--- src/hw/rtl/u16c_pkg.sv ---
// ----------------------------------------------------------------------------
// u16c_pkg: shared types and helpers for the UTF-16 command line splitter
// Code point slots, queue geometry, quote codes and UTF-8 encoding helpers.
// ----------------------------------------------------------------------------
`default_nettype none

package u16c_pkg;

   localparam int UNIT_W  = 16;
   localparam int CP_W    = 21;
   localparam int NSLOT   = 3;
   localparam int QDEPTH  = 4;
   localparam int QAW     = $clog2(QDEPTH);
   localparam int QCW     = $clog2(QDEPTH + 1);

   // quote kind codes
   localparam logic [1:0] QK_NONE   = 2'd0;
   localparam logic [1:0] QK_DOUBLE = 2'd1;
   localparam logic [1:0] QK_SINGLE = 2'd2;

   localparam logic [UNIT_W-1:0] CH_DQUOTE = 16'h0022;
   localparam logic [UNIT_W-1:0] CH_SQUOTE = 16'h0027;
   localparam logic [UNIT_W-1:0] CH_BSLASH = 16'h005C;
   localparam logic [UNIT_W-1:0] CH_SPACE  = 16'h0020;
   localparam logic [UNIT_W-1:0] CH_TAB    = 16'h0009;
   localparam logic [UNIT_W-1:0] CH_CR     = 16'h000D;
   localparam logic [UNIT_W-1:0] CH_LF     = 16'h000A;

   localparam logic [CP_W-1:0] CP_BSLASH    = 21'h00005C;
   localparam logic [CP_W-1:0] CP_REPLACE   = 21'h00FFFD;
   localparam logic [CP_W-1:0] CP_SUPP_BASE = 21'h010000;

   // Slot 0: escape / surrogate leftover, slot 1: the unit itself,
   // slot 2: pending text flushed at argument close.
   typedef struct packed {
      logic [NSLOT-1:0][CP_W-1:0] cp;
      logic [NSLOT-1:0]           cp_valid;
      logic                       ended;
   } desc_type;

   function automatic logic is_blank(input logic [UNIT_W-1:0] u);
      is_blank = (u == CH_SPACE) || (u == CH_TAB) || (u == CH_CR) || (u == CH_LF);
   endfunction

   function automatic logic is_high(input logic [UNIT_W-1:0] u);
      is_high = (u[15:10] == 6'b110110);
   endfunction

   function automatic logic is_low(input logic [UNIT_W-1:0] u);
      is_low = (u[15:10] == 6'b110111);
   endfunction

   function automatic logic [UNIT_W-1:0] quote_char(input logic [1:0] qk);
      quote_char = (qk == QK_DOUBLE) ? CH_DQUOTE : CH_SQUOTE;
   endfunction

   // index of the last UTF-8 byte of a code point (length - 1)
   function automatic logic [1:0] utf8_last(input logic [CP_W-1:0] cp);
      if (cp <= 21'h00007F)      utf8_last = 2'd0;
      else if (cp <= 21'h0007FF) utf8_last = 2'd1;
      else if (cp <= 21'h00FFFF) utf8_last = 2'd2;
      else                       utf8_last = 2'd3;
   endfunction

   function automatic logic [7:0] utf8_byte(input logic [CP_W-1:0] cp,
                                            input logic [1:0]      idx);
      logic [1:0] last;
      last = utf8_last(cp);
      utf8_byte = 8'h00;
      unique case (last)
         2'd0: utf8_byte = cp[7:0];
         2'd1: utf8_byte = (idx == 2'd0) ? {3'b110, cp[10:6]} : {2'b10, cp[5:0]};
         2'd2: begin
            unique case (idx)
               2'd0:    utf8_byte = {4'b1110, cp[15:12]};
               2'd1:    utf8_byte = {2'b10, cp[11:6]};
               default: utf8_byte = {2'b10, cp[5:0]};
            endcase
         end
         default: begin
            unique case (idx)
               2'd0:    utf8_byte = {5'b11110, cp[20:18]};
               2'd1:    utf8_byte = {2'b10, cp[17:12]};
               2'd2:    utf8_byte = {2'b10, cp[11:6]};
               default: utf8_byte = {2'b10, cp[5:0]};
            endcase
         end
      endcase
   endfunction

endpackage

`default_nettype wire

--- src/hw/rtl/u16c_front.sv ---
// ----------------------------------------------------------------------------
// u16c_front: unit classifier
// Tracks argument, quote, escape and surrogate state; turns each unit into
// up to three code points plus an argument-end flag.
// ----------------------------------------------------------------------------
`default_nettype none

module u16c_front
   import u16c_pkg::*;
(
   input  wire logic              clock,
   input  wire logic              reset,
   input  wire logic              accept,
   input  wire logic [UNIT_W-1:0] unit,
   input  wire logic              eob,
   output desc_type               desc,
   output logic                   desc_push
);

   logic              in_ff,   in_in;
   logic [1:0]        qk_ff,   qk_in;
   logic              esc_ff,  esc_in;
   logic              hsp_ff,  hsp_in;
   logic [9:0]        hsb_ff,  hsb_in;
   logic              stop_ff, stop_in;
   logic              do_plain;
   logic              close_req;

   always_comb begin
      in_in     = in_ff;
      qk_in     = qk_ff;
      esc_in    = esc_ff;
      hsp_in    = hsp_ff;
      hsb_in    = hsb_ff;
      stop_in   = stop_ff;
      desc      = '0;
      do_plain  = 1'b0;
      close_req = 1'b0;

      if (!stop_ff) begin
         if (unit == '0) begin
            close_req = 1'b1;
            stop_in   = 1'b1;
         end else if (!in_ff) begin
            if (!is_blank(unit)) begin
               in_in = 1'b1;
               if (unit == CH_DQUOTE) begin
                  qk_in = QK_DOUBLE;
               end else if (unit == CH_SQUOTE) begin
                  qk_in = QK_SINGLE;
               end else begin
                  qk_in    = QK_NONE;
                  do_plain = 1'b1;
               end
            end
         end else begin
            do_plain = 1'b1;
            if (esc_ff) begin
               esc_in = 1'b0;
               desc.cp_valid[0] = 1'b1;
               if (qk_ff != QK_NONE && (unit == quote_char(qk_ff) || unit == CH_BSLASH)) begin
                  desc.cp[0] = {5'd0, unit};
                  do_plain   = 1'b0;
               end else begin
                  desc.cp[0] = CP_BSLASH;
               end
            end else if (hsp_ff) begin
               hsp_in = 1'b0;
               hsb_in = '0;
               desc.cp_valid[0] = 1'b1;
               if (is_low(unit)) begin
                  desc.cp[0] = CP_SUPP_BASE + {1'b0, hsb_ff, unit[9:0]};
                  do_plain   = 1'b0;
               end else begin
                  desc.cp[0] = CP_REPLACE;
               end
            end
         end
      end

      if (do_plain) begin
         if (qk_in != QK_NONE && unit == quote_char(qk_in)) begin
            close_req = 1'b1;
         end else if (qk_in != QK_NONE && unit == CH_BSLASH) begin
            esc_in = 1'b1;
         end else if (qk_in == QK_NONE && is_blank(unit)) begin
            close_req = 1'b1;
         end else if (is_high(unit)) begin
            hsp_in = 1'b1;
            hsb_in = unit[9:0];
         end else begin
            desc.cp_valid[1] = 1'b1;
            desc.cp[1]       = is_low(unit) ? CP_REPLACE : {5'd0, unit};
         end
      end

      // argument close flushes whatever is still pending
      if ((close_req || eob) && in_in) begin
         if (esc_in) begin
            desc.cp_valid[2] = 1'b1;
            desc.cp[2]       = CP_BSLASH;
         end else if (hsp_in) begin
            desc.cp_valid[2] = 1'b1;
            desc.cp[2]       = CP_REPLACE;
         end
         esc_in     = 1'b0;
         hsp_in     = 1'b0;
         hsb_in     = '0;
         in_in      = 1'b0;
         qk_in      = QK_NONE;
         desc.ended = 1'b1;
      end

      if (eob) begin
         in_in   = 1'b0;
         qk_in   = QK_NONE;
         esc_in  = 1'b0;
         hsp_in  = 1'b0;
         hsb_in  = '0;
         stop_in = 1'b0;
      end
   end

   assign desc_push = accept && ((|desc.cp_valid) || desc.ended);

   always_ff @(posedge clock) begin
      if (reset) begin
         in_ff   <= 1'b0;
         qk_ff   <= QK_NONE;
         esc_ff  <= 1'b0;
         hsp_ff  <= 1'b0;
         hsb_ff  <= '0;
         stop_ff <= 1'b0;
      end else if (accept) begin
         in_ff   <= in_in;
         qk_ff   <= qk_in;
         esc_ff  <= esc_in;
         hsp_ff  <= hsp_in;
         hsb_ff  <= hsb_in;
         stop_ff <= stop_in;
      end
   end

`ifndef SYNTHESIS
   a_eob_clears: assert property (@(posedge clock) disable iff (reset)
      accept && eob |=> !in_ff && !stop_ff && !esc_ff && !hsp_ff)
      else $error("state not cleared after end of buffer");
   a_idle_clean: assert property (@(posedge clock) disable iff (reset)
      !in_ff |-> qk_ff == QK_NONE && !esc_ff && !hsp_ff)
      else $error("pending state outside an argument");
   a_one_pending: assert property (@(posedge clock) disable iff (reset)
      !(esc_ff && hsp_ff))
      else $error("escape and surrogate pending together");
   a_hsb_zero: assert property (@(posedge clock) disable iff (reset)
      !hsp_ff |-> hsb_ff == '0)
      else $error("stale surrogate bits");
`endif

endmodule

`default_nettype wire

--- src/hw/rtl/u16c_queue.sv ---
// ----------------------------------------------------------------------------
// u16c_queue: descriptor queue
// Small register FIFO between classifier and byte expander.
// ----------------------------------------------------------------------------
`default_nettype none

module u16c_queue
   import u16c_pkg::*;
(
   input  wire logic     clock,
   input  wire logic     reset,
   input  wire logic     push,
   input  wire desc_type push_data,
   output logic          full,
   input  wire logic     pop,
   output desc_type      head,
   output logic          empty
);

   desc_type           mem_ff [QDEPTH];
   logic [QAW-1:0]     wptr_ff, wptr_in;
   logic [QAW-1:0]     rptr_ff, rptr_in;
   logic [QCW-1:0]     cnt_ff,  cnt_in;
   logic               do_push;
   logic               do_pop;

   assign full    = (cnt_ff == QCW'(QDEPTH));
   assign empty   = (cnt_ff == '0);
   assign head    = mem_ff[rptr_ff];
   assign do_push = push && !full;
   assign do_pop  = pop && !empty;

   always_comb begin
      wptr_in = do_push ? wptr_ff + 1'b1 : wptr_ff;
      rptr_in = do_pop  ? rptr_ff + 1'b1 : rptr_ff;
      cnt_in  = cnt_ff;
      if (do_push && !do_pop) begin
         cnt_in = cnt_ff + 1'b1;
      end else if (do_pop && !do_push) begin
         cnt_in = cnt_ff - 1'b1;
      end
   end

   always_ff @(posedge clock) begin
      if (do_push) begin
         mem_ff[wptr_ff] <= push_data;
      end
   end

   always_ff @(posedge clock) begin
      if (reset) begin
         wptr_ff <= '0;
         rptr_ff <= '0;
         cnt_ff  <= '0;
      end else begin
         wptr_ff <= wptr_in;
         rptr_ff <= rptr_in;
         cnt_ff  <= cnt_in;
      end
   end

endmodule

`default_nettype wire

--- src/hw/rtl/u16c_back.sv ---
// ----------------------------------------------------------------------------
// u16c_back: byte expander
// Walks the head descriptor slot by slot and byte by byte, one result a pop.
// ----------------------------------------------------------------------------
`default_nettype none

module u16c_back
   import u16c_pkg::*;
(
   input  wire logic     clock,
   input  wire logic     reset,
   input  wire desc_type head,
   input  wire logic     q_empty,
   output logic          q_pop,
   input  wire logic     rsp_pop,
   output logic          rsp_empty,
   output logic [7:0]    rsp_out_byte,
   output logic          rsp_byte_valid,
   output logic          rsp_arg_end,
   output logic          rsp_run_last
);

   logic [1:0]      sidx_ff, sidx_in;
   logic [1:0]      bidx_ff, bidx_in;
   logic [NSLOT-1:0] live;
   logic [1:0]      cur;
   logic            have;
   logic            more;
   logic [CP_W-1:0] cur_cp;
   logic            slot_done;
   logic            last;
   logic            xfer;

   // slots at or after the walk position
   assign live[0] = head.cp_valid[0] && (sidx_ff == 2'd0);
   assign live[1] = head.cp_valid[1] && (sidx_ff <= 2'd1);
   assign live[2] = head.cp_valid[2] && (sidx_ff <= 2'd2);
   assign have    = |live;

   always_comb begin
      priority if (live[0]) begin
         cur  = 2'd0;
         more = head.cp_valid[1] || head.cp_valid[2];
      end else if (live[1]) begin
         cur  = 2'd1;
         more = head.cp_valid[2];
      end else begin
         cur  = 2'd2;
         more = 1'b0;
      end
   end

   assign cur_cp    = head.cp[cur];
   assign slot_done = (bidx_ff == utf8_last(cur_cp));
   assign last      = !have || (slot_done && !more);
   assign xfer      = rsp_pop && !q_empty;

   assign rsp_empty      = q_empty;
   assign rsp_byte_valid = have;
   assign rsp_out_byte   = have ? utf8_byte(cur_cp, bidx_ff) : 8'h00;
   assign rsp_arg_end    = last && head.ended;
   assign rsp_run_last   = last;
   assign q_pop          = xfer && last;

   always_comb begin
      sidx_in = sidx_ff;
      bidx_in = bidx_ff;
      if (xfer) begin
         if (last) begin
            sidx_in = 2'd0;
            bidx_in = 2'd0;
         end else if (slot_done) begin
            sidx_in = cur + 2'd1;
            bidx_in = 2'd0;
         end else begin
            bidx_in = bidx_ff + 2'd1;
         end
      end
   end

   always_ff @(posedge clock) begin
      if (reset) begin
         sidx_ff <= 2'd0;
         bidx_ff <= 2'd0;
      end else begin
         sidx_ff <= sidx_in;
         bidx_ff <= bidx_in;
      end
   end

endmodule

`default_nettype wire

--- src/hw/rtl/utf16_cmdline_to_utf8_args.sv ---
// Path: each accepted unit's descriptor is registered in the queue first.
// Throughput: one unit per cycle taken while the descriptor queue has room;
//   results leave one byte per cycle while the receiver pops; a unit with
//   k results takes k pops; a 4-entry queue absorbs bursts of long code points.
// Reset: synchronous, active high; clears splitter state and empties the queue.
// ----------------------------------------------------------------------------
// utf16_cmdline_to_utf8_args: UTF-16 command line to UTF-8 arguments
// Splits a UTF-16 unit stream at blanks, honors quotes and escapes, pairs
// surrogates and emits each argument as UTF-8 bytes with end markers.
// ----------------------------------------------------------------------------
`default_nettype none

module utf16_cmdline_to_utf8_args
   import u16c_pkg::*;
(
   input  wire logic              clock,
   input  wire logic              reset,
   // input transfer side
   input  wire logic              req_push,
   output logic                   req_full,
   input  wire logic [UNIT_W-1:0] req_code_unit,
   input  wire logic              req_end_of_buffer,
   // result transfer side
   output logic                   rsp_empty,
   input  wire logic              rsp_pop,
   output logic [7:0]             rsp_out_byte,
   output logic                   rsp_byte_valid,
   output logic                   rsp_arg_end,
   output logic                   rsp_run_last
);

   desc_type desc;
   desc_type head;
   logic     desc_push;
   logic     q_full;
   logic     q_empty;
   logic     q_pop;
   logic     accept;

   // The front takes a unit whenever the queue has room: its state update
   // does not wait on the back end at all.
   assign req_full = q_full;
   assign accept   = req_push && !q_full;

   u16c_front u_front (
      .clock     (clock),
      .reset     (reset),
      .accept    (accept),
      .unit      (req_code_unit),
      .eob       (req_end_of_buffer),
      .desc      (desc),
      .desc_push (desc_push)
   );

   // Units that cause no result (blanks between arguments, opening quotes, a high surrogate,
   // anything after a zero unit) never enter the queue.
   u16c_queue u_queue (
      .clock     (clock),
      .reset     (reset),
      .push      (desc_push),
      .push_data (desc),
      .full      (q_full),
      .pop       (q_pop),
      .head      (head),
      .empty     (q_empty)
   );

   // The back end expands the head descriptor into byte transfers; the
   // descriptor leaves the queue with its last transfer.
   u16c_back u_back (
      .clock          (clock),
      .reset          (reset),
      .head           (head),
      .q_empty        (q_empty),
      .q_pop          (q_pop),
      .rsp_pop        (rsp_pop),
      .rsp_empty      (rsp_empty),
      .rsp_out_byte   (rsp_out_byte),
      .rsp_byte_valid (rsp_byte_valid),
      .rsp_arg_end    (rsp_arg_end),
      .rsp_run_last   (rsp_run_last)
   );

`ifndef SYNTHESIS
   a_marker_shape: assert property (@(posedge clock) disable iff (reset)
      !rsp_empty && !rsp_byte_valid |-> rsp_arg_end && rsp_run_last && rsp_out_byte == 8'h00)
      else $error("bare marker malformed");
   a_full_no_push: assert property (@(posedge clock) disable iff (reset)
      req_full |-> !desc_push || !accept)
      else $error("descriptor pushed into full queue");
   a_pop_on_last: assert property (@(posedge clock) disable iff (reset)
      q_pop |-> rsp_run_last && rsp_pop && !rsp_empty)
      else $error("descriptor dropped before its last transfer");
`endif

endmodule

`default_nettype wire

--- config.mk ---
export PLATFORM = sky130hd
export DESIGN_NAME = utf16_cmdline_to_utf8_args
export DESIGN_NICKNAME = d
export VERILOG_FILES = /design/src/hw/rtl/u16c_pkg.sv /design/src/hw/rtl/u16c_front.sv /design/src/hw/rtl/u16c_queue.sv /design/src/hw/rtl/u16c_back.sv /design/src/hw/rtl/utf16_cmdline_to_utf8_args.sv
export SDC_FILE = /design/constraint.sdc
export NUM_CORES = 1
export LEC_CHECK = 0
export ABC_AREA = 0
export BUFFER_PORTS_ARGS = -buffer_cell sky130_fd_sc_hd__buf_2
export CAP_MARGIN = 10
export CELL_PAD_IN_SITES_DETAIL_PLACEMENT = 0
export CELL_PAD_IN_SITES_GLOBAL_PLACEMENT = 1
export CORE_ASPECT_RATIO = 0.6
export CORE_MARGIN = 2
export CORE_UTILIZATION = 44
export CTS_CLUSTER_DIAMETER = 150
export DETAILED_ROUTE_END_ITERATION = 16
export GPL_TIMING_DRIVEN = 0
export PLACE_DENSITY_LB_ADDON = 0.1
export SKIP_LAST_GASP = 1
export SLEW_MARGIN = 20
export SYNTH_ARGS = -nofsm -noshare
export SYNTH_HDL_FRONTEND = slang
export SYNTH_SLANG_ARGS = --single-unit
export TNS_END_PERCENT = 1
--- constraint.sdc ---
create_clock -name clock -period 5.49 [get_ports clock]
set_input_delay 1.3725 -clock clock [delete_from_list [all_inputs] [get_ports clock]]
set_output_delay 1.3725 -clock clock [all_outputs]
set_load 0.005 [all_outputs]
==> reports/summary.txt <==
Status -> finished clean
# rows -> 40
Detailed Route Iter0 Violations -> 554
Antenna viol nets, final -> 0
Actual slew at the worst max-slew pin -> 0.8813 ns
P&R area growth vs syn -> 15.02%
Ys Warns -> 0
Post-DP Area -> 0.009713 sq mm
Vias in the first global route -> 5,717
Design Power -> 0.004019 W
Initial antenna violation count -> 1
Max frequency -> 183.4 MHz
Largest net degree at the start of global routing -> 43
Clk root buf -> clkbuf_16
Final Hold Viols -> 0
Worst-Skew Late Latency -> 0.45 ns
Post-DP HPWL -> 16,390 um
Maximum VDD drop -> 0.2402 mV
Cells along the critical path -> buf_12 > mux4_2 > or4_4 > nand4_1 > o211ai_1 > a21oi_2 > buf_4 > ha_4 > nor2b_4 > o21ai_2 > nand2b_1 > a21oi_1 > a221oi_1 > buf_2
Synth Area per Inst -> 14.31 sq um
Most used DFF post-synth -> edfxtp_1
Pre-Repair DR Iteration Count -> 5
Final worst slack -> 0.03807 ns
First-pass GRT wire length -> 35,270 um
Largest stage delay, worst path -> 0.58 ns
H-tree depth -> 4
IO Port Bufs -> 29
Syn nets -> 681
Ratio of final minimum period to clock period -> 99.31%
Initial Utilization -> 45.47%
CTS tree -> built
Clock power share -> 33.1%
Core ar. -> 0.02027 sq mm
Die Y -> 116.1 um
Share of layout cells above drive strength 1 -> 23.23%
Vias per cell -> 6.117
WP data arrival -> 4.08 ns
Crit-path slowest cell -> mux4_2
P_sw -> 0.001182 W
Flops & latches, synth -> 197
WL/cell -> 24.19 um
Internal power -> 0.002837 W
Worst EP required -> 4.12 ns
Count of maximum capacitance violations -> 0
Ports -> 34
Sw frac -> 29.41%
Final instance area -> 0.01060 sq mm
All-Layer GR Usage -> 22.48%
Clock transition at the registers of the reported paths -> 0.07 ns
Worst hold path type -> reg2reg
Critical path class -> reg2out
Final Wtd Congestion -> 0.8728
Leak pwr -> 3.629 nW
Die width -> 190.8 um
Nets -> 743
GRT overflow -> 0
Top-count cell post-synth -> edfxtp_1
Netlist cell types -> 70
Post-synth ARST share -> 0%
Unrepaired setup endpoints after global routing -> true
Seq/Total Area, Yosys -> 61.04%
Detailed Route WL -> 24,000 um
CTS buffer count -> 17
Min Hold Slack -> 0.4911 ns
Diode count -> 0
Vias -> 6,068
CTS Buffer Depth -> 2
Num Clock Sinks -> 197
Final setup viols -> 0
Power Dens Cells -> 379.1 mW/mm^2
Hold buffers post-CTS -> 0
Area contributors post-synth -> edfxtp_1, mux4_2, dfxtp_1
Top cells by count, synth -> edfxtp_1, mux4_2, nor2_1
Final Core Density -> 52.30%
Yosys top cell area share -> 54.74%
Post-synth EDFFs -> 168
Worst-path fanout max -> 6
DRC Markers -> 0
Share of power burned in registers -> 44.7%
Comb pwr share -> 22.1%
Mapped cell area -> 0.009216 sq mm
Slew Limit Headroom -> 41.25%
Place WS -> -0.3625 ns
Die area -> 0.02216 sq mm
Setup Skew -> 0.01124 ns
Cell count after synthesis -> 644
Slew Limit Fails -> 0
Setup crit end kind -> output port
Tmin final -> 5.452 ns
CP Launch Type -> register
Cell taking the most area after synthesis -> edfxtp_1
Filler Cell Count -> 1,704
[critical path, delay by kind of cell, from the launching register on]
kind / cells / cell delay [ns]
flip-flops: 1 / 0.42
AO/OA/AOI/OAI: 5 / 0.99
multiplexers: 1 / 0.58
AND/OR/NAND/NOR: 4 / 1.00
buffers and inverters: 3 / 0.50
adder cells (fa/ha/maj): 1 / 0.14
[through the flow]
stage | instances | setup TNS [ns]
floorplan | 644 | 0
CTS | 986 | -0.03423
detailed placement | 946 | -15.29
global route | 992 | -0.3491
global placement | 946 | -220.34
finish | 992 | 0
[placed cells by master (no fill, tap or decap), drive strengths merged, types with 4 or more instances in the layout]
master  count
clkbuf     36
a22o        4
nand3      16
ha         15
and3        4
dfxtp      29
nor2b      12
or3         7
nor3       16
a21oi      32
mux2        7
clkinv      4
mux4       41
inv        27
o21a       28
edfxtp    168
a32o       10
mux2i       6
nor4b       4
nand2      36
buf        52
a221oi      9
nor2       38
o21ai      27
a211oi      7
nor4        4
nand2b      5
a221o       7
and2       14
[power groups by stage]
| stage | logic [W] | registers, W | clock network [W] |
|---|---|---|---|
| 6_report | 0.000890 | 0.00180 | 0.00133 |
| 5_1_grt | 0.000963 | 0.00181 | 0.00140 |
| 4_1_cts | 0.000845 | 0.00180 | 0.00134 |
| 3_5_place_dp | 0.000807 | 0.00183 | 0 |
| 3_3_place_gp | 0.000792 | 0.00183 | 0 |
| 2_1_floorplan | 0.000530 | 0.00182 | 0 |
[path summary, 6_finish.rpt]
kind	slack [ns]	start	cells after the start	endpoint
max	0.04	register	14	rsp_out_byte[3]
min	0.49	u_front.hsp_ff$_SDFFE_PP0P_	2	u_front.hsp_ff$_SDFFE_PP0P_
max reg2reg	1.07	register	17	u_queue.cnt_ff[2]$_SDFFE_PP0P_
min reg2reg	0.49	u_front.hsp_ff$_SDFFE_PP0P_	2	u_front.hsp_ff$_SDFFE_PP0P_
[registers in the layout (all words and copies together) (netlist names), named ones only]
register / cells
u_front.qk_ff: 2
u_front.esc_ff: 1
u_front.stop_ff: 1
u_queue.rptr_ff: 2
u_queue.wptr_ff: 2
u_back.sidx_ff: 2
u_queue.cnt_ff: 3
u_front.hsp_ff: 1
u_front.in_ff: 1
u_front.hsb_ff: 10
u_queue.mem_ff: 168
u_back.bidx_ff: 2
[logic make-up (layout without fill, tap and decap cells)]
| kind of cell | Yosys count | in the layout | share of synthesized area [%] |
|---|---|---|---|
| AOI/OAI and AO/OA | 153 | 153 | 12.46 |
| xor gates and xnor gates | 4 | 4 | 0.3802 |
| adders and majority gates | 16 | 16 | 2.254 |
| buffers and inverters | 49 | 124 | 2.525 |
| DFF | 197 | 197 | 61.04 |
| muxes | 54 | 54 | 11.61 |
| and+or+nand+nor | 171 | 171 | 9.734 |
[routing by layer]
metal	routed length [um]	track usage, %	vias up	share of wire, %
met4	308	6.667	0	1.3
met5	0	0	-	0
met2	9966	30.77	241	42
met1	11930	35.49	3120	50
met3	1798	5.048	25	7.5
li1	-	-	2682	-
[layout make-up]
class                   count  area (sq um)  area share [%]
clock buffers              18         429.2           4.049
plain buffers              28         185.2           1.747
inverters                  21         78.83          0.7436
well taps                 273         341.6           3.222
multi-input cells         398          3448           32.53
repair buffers             43         292.8           2.762
flip-flops and latches    197          5629           53.10
clock inverters            14         195.2           1.841
[timing repair]
action	4_1_cts	5_1_grt
setup buffers	7	5
endpoints found under the hold margin	0	0
cloned	1	1
setup endpoints to repair	8	6
pin swaps	7	7
gates resized for setup	18	14
(Power assumes the default switching activity.)
